File: src/design/servo_ramp_pwm_top_defines.svh
// ----------------------------------------------------------------------------
// servo_ramp_pwm_top_defines.svh
// Assertion macros shared by the servo ramp PWM design. Both sample on clk_i
// and are disabled while rst_ni is low.
// ----------------------------------------------------------------------------
`ifndef SERVO_RAMP_PWM_TOP_DEFINES_SVH
`define SERVO_RAMP_PWM_TOP_DEFINES_SVH

// Same-cycle implication
`define SRP_ASSERT_IMP(lbl, ante, cons, msg) \
  lbl: assert property (@(posedge clk_i) disable iff (!rst_ni) (ante) |-> (cons)) \
    else $error(msg);

// Next-cycle implication
`define SRP_ASSERT_NXT(lbl, ante, cons, msg) \
  lbl: assert property (@(posedge clk_i) disable iff (!rst_ni) (ante) |=> (cons)) \
    else $error(msg);

`endif

File: src/design/srp_pkg.sv
// ----------------------------------------------------------------------------
// srp_pkg
// Shared widths, register indexes, reset values and the command/status
// bundles between the servo ramp controller and datapath.
// ----------------------------------------------------------------------------
package srp_pkg;

  localparam int SRP_PULSE_BITS = 16;

  localparam int TICK_W     = 16;
  localparam int STEP_W     = 8;
  localparam int HOLD_W     = 10;
  localparam int CFG_IDX_W  = 2;
  localparam int CFG_DATA_W = 16;

  // Configuration register indexes
  localparam logic [CFG_IDX_W-1:0] REG_PERIOD_US    = 2'd0;
  localparam logic [CFG_IDX_W-1:0] REG_STEP_COUNT   = 2'd1;
  localparam logic [CFG_IDX_W-1:0] REG_STEP_PERIODS = 2'd2;
  localparam logic [CFG_IDX_W-1:0] REG_HOLD_PERIODS = 2'd3;

  // Reset values
  localparam logic [TICK_W-1:0] PERIOD_US_RST    = 16'd20000;
  localparam logic [STEP_W-1:0] STEP_COUNT_RST   = 8'd20;
  localparam logic [STEP_W-1:0] STEP_PERIODS_RST = 8'd3;
  localparam logic [HOLD_W-1:0] HOLD_PERIODS_RST = 10'd50;

  // What the result beat reports as pulse width
  typedef enum logic [1:0] {
    OUT_IDLE,
    OUT_START,
    OUT_RUN
  } out_sel_e;

  typedef struct packed {
    logic     load;      // start command: load widths, start divide
    logic     run;       // active tick: advance in-period counter
    logic     pip_inc;   // count one more period in this phase
    logic     pip_clr;   // restart period count
    logic     seg_adv;   // step width by delta, clamped to goal
    logic     to_goal;   // snap width to goal at end of ramp
    logic     out_load;  // capture a result beat
    out_sel_e out_sel;
    logic     out_busy;
    logic     out_done;
  } cmd_t;

  typedef struct packed {
    logic period_end;    // this tick closes a PWM period
    logic seg_last;      // this period closes a ramp segment
    logic last_seg;      // all ramp increments are used up
    logic hold_last;     // this period closes the hold phase
    logic hold_zero;     // no hold phase configured
    logic div_done;      // delta is valid from next cycle
  } status_t;

endpackage

File: src/design/servo_ramp_pwm_top.sv
// ----------------------------------------------------------------------------
// servo_ramp_pwm_top
// Servo PWM generator with a linear pulse width ramp and a hold phase.
//
//   channel | direction | handshake            | payload
//   --------+-----------+----------------------+---------------------------------
//   in      | input     | in_valid_i/in_stall_o| mode_i, start_pulse_i, target_pulse_i
//   out     | output    | out_valid_o/out_stall_i | pwm_out_o, pulse_now_o,
//           |           |                      | busy_res_o, move_done_o
//   cfg     | input     | cfg_we_i             | cfg_idx_i, cfg_data_i
//
// Ticks can be accepted every cycle while the divider is idle and the output does not stall.
// A start beat runs the serial delta divider, one quotient bit per cycle:
// input is stalled after the start beat is accepted until the divider is done.
// The result beat sits in an output register; a new beat is accepted in the
// same cycle the previous one is taken. Stall on the output holds the input.
// Reset is asynchronous; no clearing pass is needed.
// ----------------------------------------------------------------------------
`include "servo_ramp_pwm_top_defines.svh"

module servo_ramp_pwm_top
  import srp_pkg::*;
#(
  parameter int PULSE_BITS = SRP_PULSE_BITS
) (
  input  logic                  clk_i,
  input  logic                  rst_ni,
  input  logic                  cfg_we_i,
  input  logic [CFG_IDX_W-1:0]  cfg_idx_i,
  input  logic [CFG_DATA_W-1:0] cfg_data_i,
  input  logic                  in_valid_i,
  output logic                  in_stall_o,
  input  logic                  mode_i,
  input  logic [PULSE_BITS-1:0] start_pulse_i,
  input  logic [PULSE_BITS-1:0] target_pulse_i,
  output logic                  out_valid_o,
  input  logic                  out_stall_i,
  output logic                  pwm_out_o,
  output logic [PULSE_BITS-1:0] pulse_now_o,
  output logic                  busy_res_o,
  output logic                  move_done_o
);

  cmd_t    cmd;
  status_t status;

  srp_ctrl u_ctrl (
    .clk_i       (clk_i),
    .rst_ni      (rst_ni),
    .in_valid_i  (in_valid_i),
    .mode_i      (mode_i),
    .in_stall_o  (in_stall_o),
    .out_valid_o (out_valid_o),
    .out_stall_i (out_stall_i),
    .status_i    (status),
    .cmd_o       (cmd)
  );

  srp_dp #(
    .PULSE_BITS (PULSE_BITS)
  ) u_dp (
    .clk_i          (clk_i),
    .rst_ni         (rst_ni),
    .cfg_we_i       (cfg_we_i),
    .cfg_idx_i      (cfg_idx_i),
    .cfg_data_i     (cfg_data_i),
    .start_pulse_i  (start_pulse_i),
    .target_pulse_i (target_pulse_i),
    .cmd_i          (cmd),
    .status_o       (status),
    .pwm_out_o      (pwm_out_o),
    .pulse_now_o    (pulse_now_o),
    .busy_res_o     (busy_res_o),
    .move_done_o    (move_done_o)
  );

  // A finished move is reported on a busy tick
  `SRP_ASSERT_IMP(a_done_busy, out_valid_o && move_done_o, busy_res_o,
                  "move_done without busy")
  // Idle beats carry a low line and zero width
  `SRP_ASSERT_IMP(a_idle_quiet, out_valid_o && !busy_res_o,
                  !pwm_out_o && (pulse_now_o == '0), "idle beat not quiet")
  // Input is held while the delta divider runs
  `SRP_ASSERT_NXT(a_div_stall, cmd.load, in_stall_o, "input taken during divide")

endmodule

File: src/design/srp_div.sv
// ----------------------------------------------------------------------------
// srp_div
// Unsigned restoring divider, one quotient bit per cycle. Divides a
// PULSE_BITS wide magnitude by an 8-bit nonzero divisor.
// ----------------------------------------------------------------------------
module srp_div
  import srp_pkg::*;
#(
  parameter int PULSE_BITS = SRP_PULSE_BITS
) (
  input  logic                  clk_i,
  input  logic                  rst_ni,
  input  logic                  start_i,
  input  logic [PULSE_BITS-1:0] dividend_i,
  input  logic [STEP_W-1:0]     divisor_i,
  output logic                  done_o,
  output logic [PULSE_BITS-1:0] quot_o
);

  localparam int CNT_W = $clog2(PULSE_BITS + 1);

  logic [CNT_W-1:0]      cnt_q, cnt_d;
  logic                  busy_q, busy_d;
  logic                  done_q, done_d;
  logic [STEP_W-1:0]     rem_q, rem_d;
  logic [STEP_W-1:0]     dvs_q, dvs_d;
  logic [PULSE_BITS-1:0] qd_q, qd_d;
  logic [STEP_W:0]       trial;
  logic [STEP_W:0]       diff;
  logic                  qbit;

  // One restoring step: shift in the next dividend bit, try a subtract
  assign trial = {rem_q, qd_q[PULSE_BITS-1]};
  assign diff  = trial - {1'b0, dvs_q};
  assign qbit  = (trial >= {1'b0, dvs_q});

  always_comb begin
    cnt_d  = cnt_q;
    busy_d = busy_q;
    done_d = 1'b0;
    rem_d  = rem_q;
    dvs_d  = dvs_q;
    qd_d   = qd_q;
    if (start_i) begin
      cnt_d  = PULSE_BITS[CNT_W-1:0];
      busy_d = 1'b1;
      rem_d  = '0;
      dvs_d  = divisor_i;
      qd_d   = dividend_i;
    end else if (busy_q) begin
      rem_d = qbit ? diff[STEP_W-1:0] : trial[STEP_W-1:0];
      qd_d  = {qd_q[PULSE_BITS-2:0], qbit};
      cnt_d = cnt_q - CNT_W'(1);
      if (cnt_q == CNT_W'(1)) begin
        busy_d = 1'b0;
        done_d = 1'b1;
      end
    end
  end

  always_ff @(posedge clk_i or negedge rst_ni) begin
    if (!rst_ni) begin
      cnt_q  <= '0;
      busy_q <= 1'b0;
      done_q <= 1'b0;
    end else begin
      cnt_q  <= cnt_d;
      busy_q <= busy_d;
      done_q <= done_d;
    end
  end

  always_ff @(posedge clk_i) begin
    rem_q <= rem_d;
    dvs_q <= dvs_d;
    qd_q  <= qd_d;
  end

  assign done_o = done_q;
  assign quot_o = qd_q;

endmodule

File: src/design/srp_dp.sv
// ----------------------------------------------------------------------------
// srp_dp
// Datapath of the servo ramp PWM: configuration registers, period and
// segment counters, pulse width with clamped ramp step, delta divider and
// the result beat register.
// ----------------------------------------------------------------------------
module srp_dp
  import srp_pkg::*;
#(
  parameter int PULSE_BITS = SRP_PULSE_BITS
) (
  input  logic                  clk_i,
  input  logic                  rst_ni,
  input  logic                  cfg_we_i,
  input  logic [CFG_IDX_W-1:0]  cfg_idx_i,
  input  logic [CFG_DATA_W-1:0] cfg_data_i,
  input  logic [PULSE_BITS-1:0] start_pulse_i,
  input  logic [PULSE_BITS-1:0] target_pulse_i,
  input  cmd_t                  cmd_i,
  output status_t               status_o,
  output logic                  pwm_out_o,
  output logic [PULSE_BITS-1:0] pulse_now_o,
  output logic                  busy_res_o,
  output logic                  move_done_o
);

  localparam int CMP_W = ((PULSE_BITS > TICK_W) ? PULSE_BITS : TICK_W) + 1;

  // Configuration
  logic [TICK_W-1:0] period_q;
  logic [STEP_W-1:0] step_count_q;
  logic [STEP_W-1:0] step_periods_q;
  logic [HOLD_W-1:0] hold_q;

  // Move state
  logic [TICK_W-1:0]            tick_q;
  logic [PULSE_BITS-1:0]        cur_q;
  logic [PULSE_BITS-1:0]        goal_q;
  logic signed [PULSE_BITS:0]   delta_q;
  logic                         neg_q;
  logic [STEP_W-1:0]            seg_q;
  logic [HOLD_W-1:0]            pip_q;

  // Result beat
  logic                  pwm_q;
  logic [PULSE_BITS-1:0] pulse_q;
  logic                  busy_q;
  logic                  done_q;

  logic [PULSE_BITS:0]        diff;
  logic [PULSE_BITS:0]        diff_neg;
  logic [PULSE_BITS-1:0]      mag;
  logic [STEP_W-1:0]          divisor;
  logic                       div_done;
  logic [PULSE_BITS-1:0]      quot;
  logic signed [PULSE_BITS+1:0] step_sum;
  logic signed [PULSE_BITS+1:0] goal_ext;
  logic [PULSE_BITS-1:0]      width_next;
  logic                       pwm_level;

  // Configuration writes
  always_ff @(posedge clk_i or negedge rst_ni) begin
    if (!rst_ni) begin
      period_q       <= PERIOD_US_RST;
      step_count_q   <= STEP_COUNT_RST;
      step_periods_q <= STEP_PERIODS_RST;
      hold_q         <= HOLD_PERIODS_RST;
    end else if (cfg_we_i) begin
      case (cfg_idx_i)
        REG_PERIOD_US:    period_q       <= cfg_data_i[TICK_W-1:0];
        REG_STEP_COUNT:   step_count_q   <= cfg_data_i[STEP_W-1:0];
        REG_STEP_PERIODS: step_periods_q <= cfg_data_i[STEP_W-1:0];
        REG_HOLD_PERIODS: hold_q         <= cfg_data_i[HOLD_W-1:0];
        default: ;
      endcase
    end
  end

  // Signed span of the move, split into sign and magnitude for the divider
  assign diff     = {1'b0, target_pulse_i} - {1'b0, start_pulse_i};
  assign diff_neg = -diff;
  assign mag      = diff[PULSE_BITS] ? diff_neg[PULSE_BITS-1:0] : diff[PULSE_BITS-1:0];
  assign divisor  = (step_count_q == '0) ? STEP_W'(1) : step_count_q;

  srp_div #(
    .PULSE_BITS (PULSE_BITS)
  ) u_div (
    .clk_i      (clk_i),
    .rst_ni     (rst_ni),
    .start_i    (cmd_i.load),
    .dividend_i (mag),
    .divisor_i  (divisor),
    .done_o     (div_done),
    .quot_o     (quot)
  );

  // Ramp step, clamped so it never passes the goal
  assign step_sum = $signed({2'b00, cur_q}) + $signed({delta_q[PULSE_BITS], delta_q});
  assign goal_ext = $signed({2'b00, goal_q});

  always_comb begin
    width_next = step_sum[PULSE_BITS-1:0];
    if (!delta_q[PULSE_BITS] && (delta_q != '0) && (step_sum > goal_ext)) begin
      width_next = goal_q;
    end else if (delta_q[PULSE_BITS] && (step_sum < goal_ext)) begin
      width_next = goal_q;
    end
  end

  // Move state registers
  always_ff @(posedge clk_i or negedge rst_ni) begin
    if (!rst_ni) begin
      tick_q  <= '0;
      cur_q   <= '0;
      goal_q  <= '0;
      delta_q <= '0;
      neg_q   <= 1'b0;
      seg_q   <= '0;
      pip_q   <= '0;
    end else begin
      if (cmd_i.load) begin
        tick_q <= '0;
        cur_q  <= start_pulse_i;
        goal_q <= target_pulse_i;
        neg_q  <= diff[PULSE_BITS];
        seg_q  <= '0;
        pip_q  <= '0;
      end else begin
        if (cmd_i.run) begin
          tick_q <= status_o.period_end ? '0 : tick_q + TICK_W'(1);
        end
        if (cmd_i.pip_clr) begin
          pip_q <= '0;
        end else if (cmd_i.pip_inc) begin
          pip_q <= pip_q + HOLD_W'(1);
        end
        if (cmd_i.seg_adv) begin
          seg_q <= seg_q + STEP_W'(1);
          cur_q <= width_next;
        end else if (cmd_i.to_goal) begin
          cur_q <= goal_q;
        end
      end
      if (div_done) begin
        delta_q <= neg_q ? -$signed({1'b0, quot}) : $signed({1'b0, quot});
      end
    end
  end

  // Status to the controller
  assign status_o.period_end = ({1'b0, tick_q} + (TICK_W+1)'(1)) >= {1'b0, period_q};
  assign status_o.seg_last   = ({1'b0, pip_q} + (HOLD_W+1)'(1))
                               >= (HOLD_W+1)'(step_periods_q);
  assign status_o.last_seg   = (seg_q >= step_count_q);
  assign status_o.hold_last  = ({1'b0, pip_q} + (HOLD_W+1)'(1)) >= {1'b0, hold_q};
  assign status_o.hold_zero  = (hold_q == '0);
  assign status_o.div_done   = div_done;

  // Line is high while the in-period tick is below the width
  assign pwm_level = (CMP_W'(tick_q) < CMP_W'(cur_q));

  // Result beat payload
  always_ff @(posedge clk_i) begin
    if (cmd_i.out_load) begin
      busy_q <= cmd_i.out_busy;
      done_q <= cmd_i.out_done;
      case (cmd_i.out_sel)
        OUT_START: begin
          pwm_q   <= 1'b0;
          pulse_q <= start_pulse_i;
        end
        OUT_RUN: begin
          pwm_q   <= pwm_level;
          pulse_q <= cur_q;
        end
        default: begin
          pwm_q   <= 1'b0;
          pulse_q <= '0;
        end
      endcase
    end
  end

  assign pwm_out_o   = pwm_q;
  assign pulse_now_o = pulse_q;
  assign busy_res_o  = busy_q;
  assign move_done_o = done_q;

endmodule

File: src/design/srp_ctrl.sv
// ----------------------------------------------------------------------------
// srp_ctrl
// Controller of the servo ramp PWM: move phase state machine, input and
// output handshakes, and the per-beat commands to the datapath.
// ----------------------------------------------------------------------------
module srp_ctrl
  import srp_pkg::*;
(
  input  logic    clk_i,
  input  logic    rst_ni,
  input  logic    in_valid_i,
  input  logic    mode_i,
  output logic    in_stall_o,
  output logic    out_valid_o,
  input  logic    out_stall_i,
  input  status_t status_i,
  output cmd_t    cmd_o
);

  localparam logic [1:0] ST_IDLE = 2'd0;
  localparam logic [1:0] ST_RAMP = 2'd1;
  localparam logic [1:0] ST_HOLD = 2'd2;
  localparam logic [1:0] ST_DIV  = 2'd3;

  logic [1:0] state_q, state_d;
  logic       out_valid_q, out_valid_d;
  logic       accept;

  // Hold input while delta is computed or while the result beat is stuck
  assign in_stall_o = (state_q == ST_DIV) || (out_valid_q && out_stall_i);
  assign accept     = in_valid_i && !in_stall_o;

  always_comb begin
    cmd_o   = '0;
    state_d = state_q;

    if ((state_q == ST_DIV) && status_i.div_done) begin
      state_d = ST_RAMP;
    end

    if (accept) begin
      cmd_o.out_load = 1'b1;
      if (mode_i) begin
        // Start command: restarts any move
        cmd_o.load     = 1'b1;
        cmd_o.out_sel  = OUT_START;
        cmd_o.out_busy = 1'b1;
        state_d        = ST_DIV;
      end else begin
        case (state_q)
          ST_RAMP: begin
            cmd_o.run      = 1'b1;
            cmd_o.out_sel  = OUT_RUN;
            cmd_o.out_busy = 1'b1;
            if (status_i.period_end) begin
              if (status_i.seg_last) begin
                cmd_o.pip_clr = 1'b1;
                if (status_i.last_seg) begin
                  // End of ramp: sit on the goal, then hold or finish
                  cmd_o.to_goal = 1'b1;
                  if (status_i.hold_zero) begin
                    cmd_o.out_done = 1'b1;
                    state_d        = ST_IDLE;
                  end else begin
                    state_d = ST_HOLD;
                  end
                end else begin
                  cmd_o.seg_adv = 1'b1;
                end
              end else begin
                cmd_o.pip_inc = 1'b1;
              end
            end
          end
          ST_HOLD: begin
            cmd_o.run      = 1'b1;
            cmd_o.out_sel  = OUT_RUN;
            cmd_o.out_busy = 1'b1;
            if (status_i.period_end) begin
              if (status_i.hold_last) begin
                cmd_o.pip_clr  = 1'b1;
                cmd_o.out_done = 1'b1;
                state_d        = ST_IDLE;
              end else begin
                cmd_o.pip_inc = 1'b1;
              end
            end
          end
          default: begin
            cmd_o.out_sel = OUT_IDLE;
          end
        endcase
      end
    end
  end

  // Output beat register valid
  assign out_valid_d = accept ? 1'b1 : (out_valid_q && out_stall_i);

  always_ff @(posedge clk_i or negedge rst_ni) begin
    if (!rst_ni) begin
      state_q     <= ST_IDLE;
      out_valid_q <= 1'b0;
    end else begin
      state_q     <= state_d;
      out_valid_q <= out_valid_d;
    end
  end

  assign out_valid_o = out_valid_q;

endmodule
File: config.mk
export PLATFORM = sky130hd
export DESIGN_NAME = servo_ramp_pwm_top
export DESIGN_NICKNAME = d
export VERILOG_FILES = /design/src/design/srp_pkg.sv /design/src/design/servo_ramp_pwm_top.sv /design/src/design/srp_div.sv /design/src/design/srp_dp.sv /design/src/design/srp_ctrl.sv
export VERILOG_INCLUDE_DIRS = /design/src /design/src/design
export SDC_FILE = /design/constraint.sdc
export NUM_CORES = 1
export LEC_CHECK = 0
export ABC_CLOCK_PERIOD_IN_PS = 5610
export BUFFER_PORTS_ARGS = -buffer_cell sky130_fd_sc_hd__buf_4
export CAP_MARGIN = 20
export CORE_UTILIZATION = 50
export CTS_CLUSTER_DIAMETER = 50
export DETAILED_ROUTE_END_ITERATION = 6
export GPL_ROUTABILITY_DRIVEN = 0
export GPL_TIMING_DRIVEN = 0
export MAX_ROUTING_LAYER = met4
export PLACE_DENSITY = 0.68
export SLEW_MARGIN = 40
export SYNTH_ARGS = -nofsm -noshare
export SYNTH_HDL_FRONTEND = slang
export SYNTH_SLANG_ARGS = --single-unit
export TNS_END_PERCENT = 100
File: constraint.sdc
create_clock -name clk_i -period 5.61 [get_ports clk_i]
set_clock_uncertainty 0.05 [all_clocks]
set_input_delay 0.2805 -clock clk_i [delete_from_list [all_inputs] [get_ports clk_i]]
set_output_delay 0.2805 -clock clk_i [all_outputs]
set_load 0.01 [all_outputs]
# Yosys cells after proc, flatten, opt, wreduce, memory -nomap -nowiden
# Cells that the tools add are included.
# W data, S select, Z words.
[word_totals]
reg_bits = 187
in_bits = 56
wordCells = 136
out_inout_bits = 21
[op_classes]
n_bitwise = 1
n_eq_ne = 9
mux = 60
n_addsub = 11
magnitude_cmp = 8
n_reduce_logical = 24
[op_table]
columns = ["op", "count"]
rows = [
  ["$mux W16", 11],
  ["$pmux W16 S2", 1],
  ["$mux W10", 3],
  ["$mux W2", 12],
  ["$mux W8", 3],
  ["$mux W1", 19],
  ["$add A17 B17 Y18", 1],
  ["$gt A18 B17 Y1", 1],
  ["$lt A18 B17 Y1", 1],
  ["$add A16 B1 Y17 const B", 1],
  ["$ge A17 B16 Y1", 1],
  ["$mux W17", 1],
  ["$neg A16 Y17", 1],
  ["$reduce_bool A17 Y1", 1],
  ["$sub A16 B16 Y17", 1],
  ["$add A16 B1 Y16 const B", 1],
  ["$lt A16 B16 Y1", 1],
  ["$neg A16 Y16", 1],
  ["$mux W5", 3],
  ["$add A10 B1 Y11 const B", 1],
  ["$ge A11 B10 Y1", 1],
  ["$ge A11 B8 Y1", 1],
  ["$mux W11", 1],
  ["$add A10 B1 Y10 const B", 1],
  ["other kinds (23)", 44],
]

# Longest topological paths before layout
[logic_depth]
depth_word = 11
mapped_depth = 20
mapped_depth_nobuf = 18

# Modules after synthesis
# Synthesis repeated with hierarchy kept, for this count alone.
[unflattened]
hier_cells = 1308
hier_area_um2 = 12524.5
[by_module_without_submodules]
columns = ["mod", "instances", "seq_area_each_um2", "cells_per_inst", "area_each_um2"]
rows = [
  ["srp_dp", 1, 3738.6, 1095, 10166.0],
  ["srp_div", 1, 1056.0, 168, 2023.2],
  ["srp_ctrl", 1, 75.1, 45, 335.3],
]

# Least setup slack after synthesis
# No wires, ideal clock.
[synth_timing]
path_kind = "reg2reg"
startpoint = "reg u_dp.cur_q[0]"
endpoint = "reg u_dp.cur_q[10]"
path_slack_ps = 1410
n_path_buf = 2
required_ps = 5422
arrival_time_ps = 4012
period_less_slack_ps = 4200
setup_time_ps = 138
path_stages_with_launch = 20
path_cell_list = "dfrtp_1 ha_1 fa_1 a211oi_1 o21a_1 o211ai_1 a41oi_1 o21ai_0 xnor2_1 ha_1 nand4_1 nor2_1 nand2_1 or4_1 a21oi_1 o221ai_2 buf_6 buf_12 mux2i_1 o221ai_1"
[synth_via]
elab_chain_cells = 7
elab_cells_between_ends = 9
cone_classes = "add/sub: 1; order compare: 2; mux: 4; reduce/logical: 2"
[synth_lines]
columns = ["element", "line_no", "rtl"]
rows = [
  ["start: declaration", "srp_dp.sv:37", "logic [PULSE_BITS-1:0] cur_q;"],
  ["start signal: assignment", "srp_dp.sv:123", "cur_q <= start_pulse_i;"],
  ["start signal: assignment", "srp_dp.sv:139", "cur_q <= width_next;"],
  ["start signal: assignment", "srp_dp.sv:141", "cur_q <= goal_q;"],
  ["$add A17 B17 Y18 *", "srp_dp.sv:98", "assign step_sum = $signed({2'b00, cur_q}) + $signed({delta_q[PULSE_BITS], delta_q});"],
  ["$lt A18 B17 Y1", "srp_dp.sv:105", "end else if (delta_q[PULSE_BITS] && (step_sum < goal_ext)) begin"],
  ["$logic_and A1 B1 Y1", "srp_dp.sv:105", ""],
  ["$mux W16", "srp_dp.sv:105", ""],
  ["$mux W16 *", "srp_dp.sv:103", "if (!delta_q[PULSE_BITS] && (delta_q != '0) && (step_sum > goal_ext)) begin"],
  ["$mux W16 *", "srp_dp.sv:137", "if (cmd_i.seg_adv) begin"],
  ["$mux W16 *", "srp_dp.sv:121", "if (cmd_i.load) begin"],
]
# Mark *: on every way between the ends. The rest lies on a longest branch, timed or not.
# A chain may end at the register's enable or synchronous reset.

# Worst setup path in the final report
[layout_timing]
startpoint = "reg u_dp.delta_q[0]"
endpoint = "reg u_dp.cur_q[14]"
[layout_via]
elab_chain_cells = 7
elab_cells_between_ends = 11
cone_classes = "add/sub: 1; order compare: 2; mux: 4; reduce/logical: 4"
[layout_lines]
columns = ["element", "line_no", "rtl"]
rows = [
  ["start: declaration", "srp_dp.sv:39", "logic signed [PULSE_BITS:0] delta_q;"],
  ["start signal: assignment", "srp_dp.sv:145", "delta_q <= neg_q ? -$signed({1'b0, quot}) : $signed({1'b0, quot});"],
  ["$add A17 B17 Y18", "srp_dp.sv:98", ""],
  ["$lt A18 B17 Y1", "srp_dp.sv:105", ""],
  ["$logic_and A1 B1 Y1", "srp_dp.sv:105", ""],
  ["$mux W16", "srp_dp.sv:105", ""],
  ["$mux W16 *", "srp_dp.sv:103", ""],
  ["$mux W16 *", "srp_dp.sv:137", ""],
  ["$mux W16 *", "srp_dp.sv:121", ""],
]
# Marks and branches as above.

==> results.sh <==
export IMPL_clock_power_share_pct=18.2
export IMPL_ys_ff_latch=187
export IMPL_port_buffers=76
export IMPL_critPathMaxFanout=10
export IMPL_dr_pass1_iters=5
export IMPL_syn_mean_instance_area_um2=9.45
export IMPL_grt_ovfl_total=0
export IMPL_path_common_cell="o21ai_0"
export IMPL_worstPathCellList="ha_1 > fa_1 > a211oi_1 > o21a_1 > o211ai_1 > a41oi_1 > o21ai_0 > xnor2_1 > ha_1 > a2111oi_0 > o21ai_0 > a22oi_1 > o21ai_0 > inv_1 > a21oi_1 > o221ai_2 > buf_6 > buf_12 > mux2i_1 > o221ai_1"
export IMPL_synth_edff_count=43
export IMPL_syn_nets=1514
export IMPL_seq_area_frac_synth_pct=38.7
export IMPL_slew_headroom_pct=44.8
export IMPL_ys_dominant_reg_cell="dfrtp_1"
export IMPL_synth_xor_area_share_pct=6.47
export IMPL_synth_top_family_by_area="compound AO/OA/AOI/OAI gates"
export IMPL_p_sw_mw=2.81
export IMPL_drive_above_1_share_pct=13.3
export IMPL_fin_crit_sh_pct=90.8
export IMPL_whs_ps=6.00
export IMPL_drt_total_wl_mm=31.7
export IMPL_clock_latency_ps=440
export IMPL_cts_resized=0
export IMPL_power_density_nw_per_um2=468
export IMPL_final_core_util_pct=58.1
export IMPL_cts_tree="yes"
export IMPL_root_buffer="clkbuf_16"
export IMPL_fillers=2213
export IMPL_timing_final_ws_setup_ps=514
export IMPL_cts_sinks=187
export IMPL_use_met2_pct=38.1
export IMPL_clock_path_buffers=2
export IMPL_synth_compound_area_share_pct=17.6
export IMPL_worstSetupEndpointType="register"
export IMPL_setup_violations=0
export IMPL_swShare_pct=42.1
export IMPL_wire_per_inst_um=17.9
export IMPL_muxShareOfSynthArea_pct=4.86
export IMPL_drv_cap=0
export IMPL_grtUsageMet3_pct=4.24
export IMPL_dp_hpwl_mm=24.7
export IMPL_p_int_mw=3.86
export IMPL_grt_pass1_wl_mm=50.7
export IMPL_grtUsageMet1_pct=37.1
export IMPL_status="finished clean"
export IMPL_cts_htree_levels=4
export IMPL_avgViaCountPerCell=5.75
export IMPL_worst_path_max_delay_cell="dfrtp_1"
export IMPL_power_frac_seq_pct=33.4
export IMPL_synth_simple_area_share_pct=14.0
export IMPL_antenna_found_initial=1
export IMPL_core_area_um2=24500
export IMPL_ir_drop_mv=0.252
export IMPL_synth_area_um2=12600
export IMPL_vias=10200
export IMPL_io_pin_count=77
export IMPL_top_usage_layer="met2"
export IMPL_tns_ps=0
export IMPL_tightest_slew_ps=824
export IMPL_layout_commonest_cell="inv_1"
export IMPL_postRouteAntennaNets=0
export IMPL_leakagePower_nw=6.68
export IMPL_hold_viol_final=0
export IMPL_worstPathArrival_ps=5350
export IMPL_async_flop_share_pct=72.7
export IMPL_cts_inserted_buffers=17
export IMPL_area_growth_pct=13.2
export IMPL_drtIter0Drc=674
export IMPL_pre_cts_ws_ps=656
export IMPL_syn_inst=1332
export IMPL_yosys_warnings=0
export IMPL_die_area_um2=25800
export IMPL_chipHeight_um=161
export IMPL_grt_pass1_vias=9550
export IMPL_std_cell_rows=57
export IMPL_synth_fa_ha_area_share_pct=12.7
export IMPL_slew_viol_final=0
export IMPL_synth_cell_types=89
export IMPL_final_seq_area_um2=4870
export IMPL_nets=1615
export IMPL_die_w_um=161
export IMPL_grt_start_max_net_pins=52
export IMPL_worstSetupPathType="reg -> reg"
export IMPL_worstSetupStartpointType="register"
export IMPL_path_buf_inv=3
export IMPL_cp_top_family="compound AO/OA/AOI/OAI gates"
export IMPL_hp_class="in -> reg"
export IMPL_final_cell_mix="inv_1 (125), dfrtp_1 (124), ha_1 (123)"
export IMPL_cts_clk_slew_worst_paths_ps=70
export IMPL_fmax_mhz=196
export IMPL_start_util_pct=51.3
export IMPL_critPathMaxStageDelay_ps=460
export IMPL_postCtsSetupBuffers=0
export IMPL_multi_input_area_um2=7010
export IMPL_rsz0062_at_grt="false"
export IMPL_drc=0
export IMPL_finalCriticalPeriod_ps=5100
export IMPL_p_comb_share_pct=48.4
export IMPL_cp_required_ps=5860
export IMPL_track_usage_pct=26.0
timing repair:
action | in CTS | in global routing
endpoints found under the setup margin | 0 | 0
hold endpoints to repair | 46 | 0
hold buffers | 4 | 0
worst reg2reg max path, delay by kind of cell (launching register included):
family	cells	cell delay, ps
AOI/OAI and AO/OA	12	2580
muxes	1	250
xor gates and xnor gates	1	180
adders and majority gates	3	950
DFF	1	460
buffers and inverters	3	460
Yosys cell counts (12+ instances only):
cell type,n,area [µm²]
xor2_1,46,403
and3_1,14,87.6
o21a_1,13,97.6
o22ai_1,16,100
dfrtp_1,124,3100
dfstp_2,12,315
nor2_1,98,368
nand3_1,20,100
o31ai_1,12,90.1
edfxtp_1,43,1290
a21oi_1,65,325
o221ai_1,14,123
inv_1,126,473
mux2i_1,24,240
a21o_1,21,158
nand4_1,18,113
ha_1,123,1540
clkbuf_1,30,113
nand2_1,117,439
xnor2_1,47,412
nor3_1,25,125
o21ai_0,105,526
a211oi_1,16,120
mux2_2,33,372
layer usage:
layer  share of wire [%]  vias to the layer above
li1                    -                     4979
met1                  48                     4872
met2                  44                      293
met3                 6.8                       38
met4                 1.8                        0
met5                   0                        -
power groups by stage:
| stage | sequential [mW] | clock [mW] | combinational [mW] |
|---|---|---|---|
| 3_3_place_gp | 2.23 | 0 | 3.08 |
| 5_1_grt | 2.27 | 1.28 | 3.64 |
| 2_1_floorplan | 2.12 | 0 | 2.38 |
| 3_5_place_dp | 2.23 | 0 | 3.16 |
| 4_1_cts | 2.22 | 1.23 | 3.19 |
| 6_report | 2.23 | 1.21 | 3.23 |
stage by stage:
step	area (µm²)	std cells	power [mW]
floorplan	12600	1332	4.49
global placement	13600	1732	5.31
detailed placement	13600	1734	5.39
CTS	14200	1770	6.64
global route	14200	1771	7.19
finish	14200	1771	6.67
registers in the layout (all words and copies together) (netlist names), 2 cells and up:
signal and flops:
u_dp.cur_q 16, u_dp.goal_q 16, u_dp.u_div.rem_q 8, u_dp.step_periods_q 8, u_dp.pulse_now_o 16, u_dp.step_count_q 8
u_dp.period_q 16, u_dp.hold_q 10, u_dp.u_div.cnt_q 5, u_dp.seg_q 8, u_dp.tick_q 16, u_dp.delta_q 17
u_dp.u_div.dvs_q 8, u_ctrl.state_q 2, u_dp.u_div.quot_o 16, u_dp.pip_q 10
cells by family (layout without fill, tap and decap cells):
group,count (synthesis),in the layout
AND/OR/NAND/NOR,365,365
AO/OA/AOI/OAI,333,333
flip-flops,187,187
buffers and inverters,171,285
adder cells (fa/ha/maj),126,126
XOR/XNOR,93,93
multiplexers,57,57
other,0,1
area by class of cell:
| cell class | count | area share (%) |
|---|---|---|
| Timing Repair Buffer | 82 | 4.73 |
| Antenna cell | 1 | 0.0176 |
| Clock inverter | 13 | 0.905 |
| Clock buffer | 19 | 3.18 |
| Tap cell | 324 | 2.85 |
| Inverter | 127 | 3.35 |
| Buffer | 44 | 1.61 |
| Sequential cell | 187 | 34.2 |
| Multi-Input combinational cell | 974 | 49.2 |
final timing paths:
check	start	to	slack [ps]	cells past startpoint
worst max-delay path	u_dp.delta_q[0]	u_dp.cur_q[14]	510	20
worst min-delay path	cfg_data_i[10]	u_dp.period_q[10]	6	3
worst max register to register	u_dp.delta_q[0]	u_dp.cur_q[14]	510	20
worst min register to register	u_dp.u_div.rem_q[6]	u_dp.u_div.rem_q[6]	460	2
max in group asynchronous	rst_ni	u_dp.hold_q[4]	4350	4
min in group asynchronous	rst_ni	u_dp.seg_q[2]	270	2
Note: power is estimated with default switching activity, not from simulation.
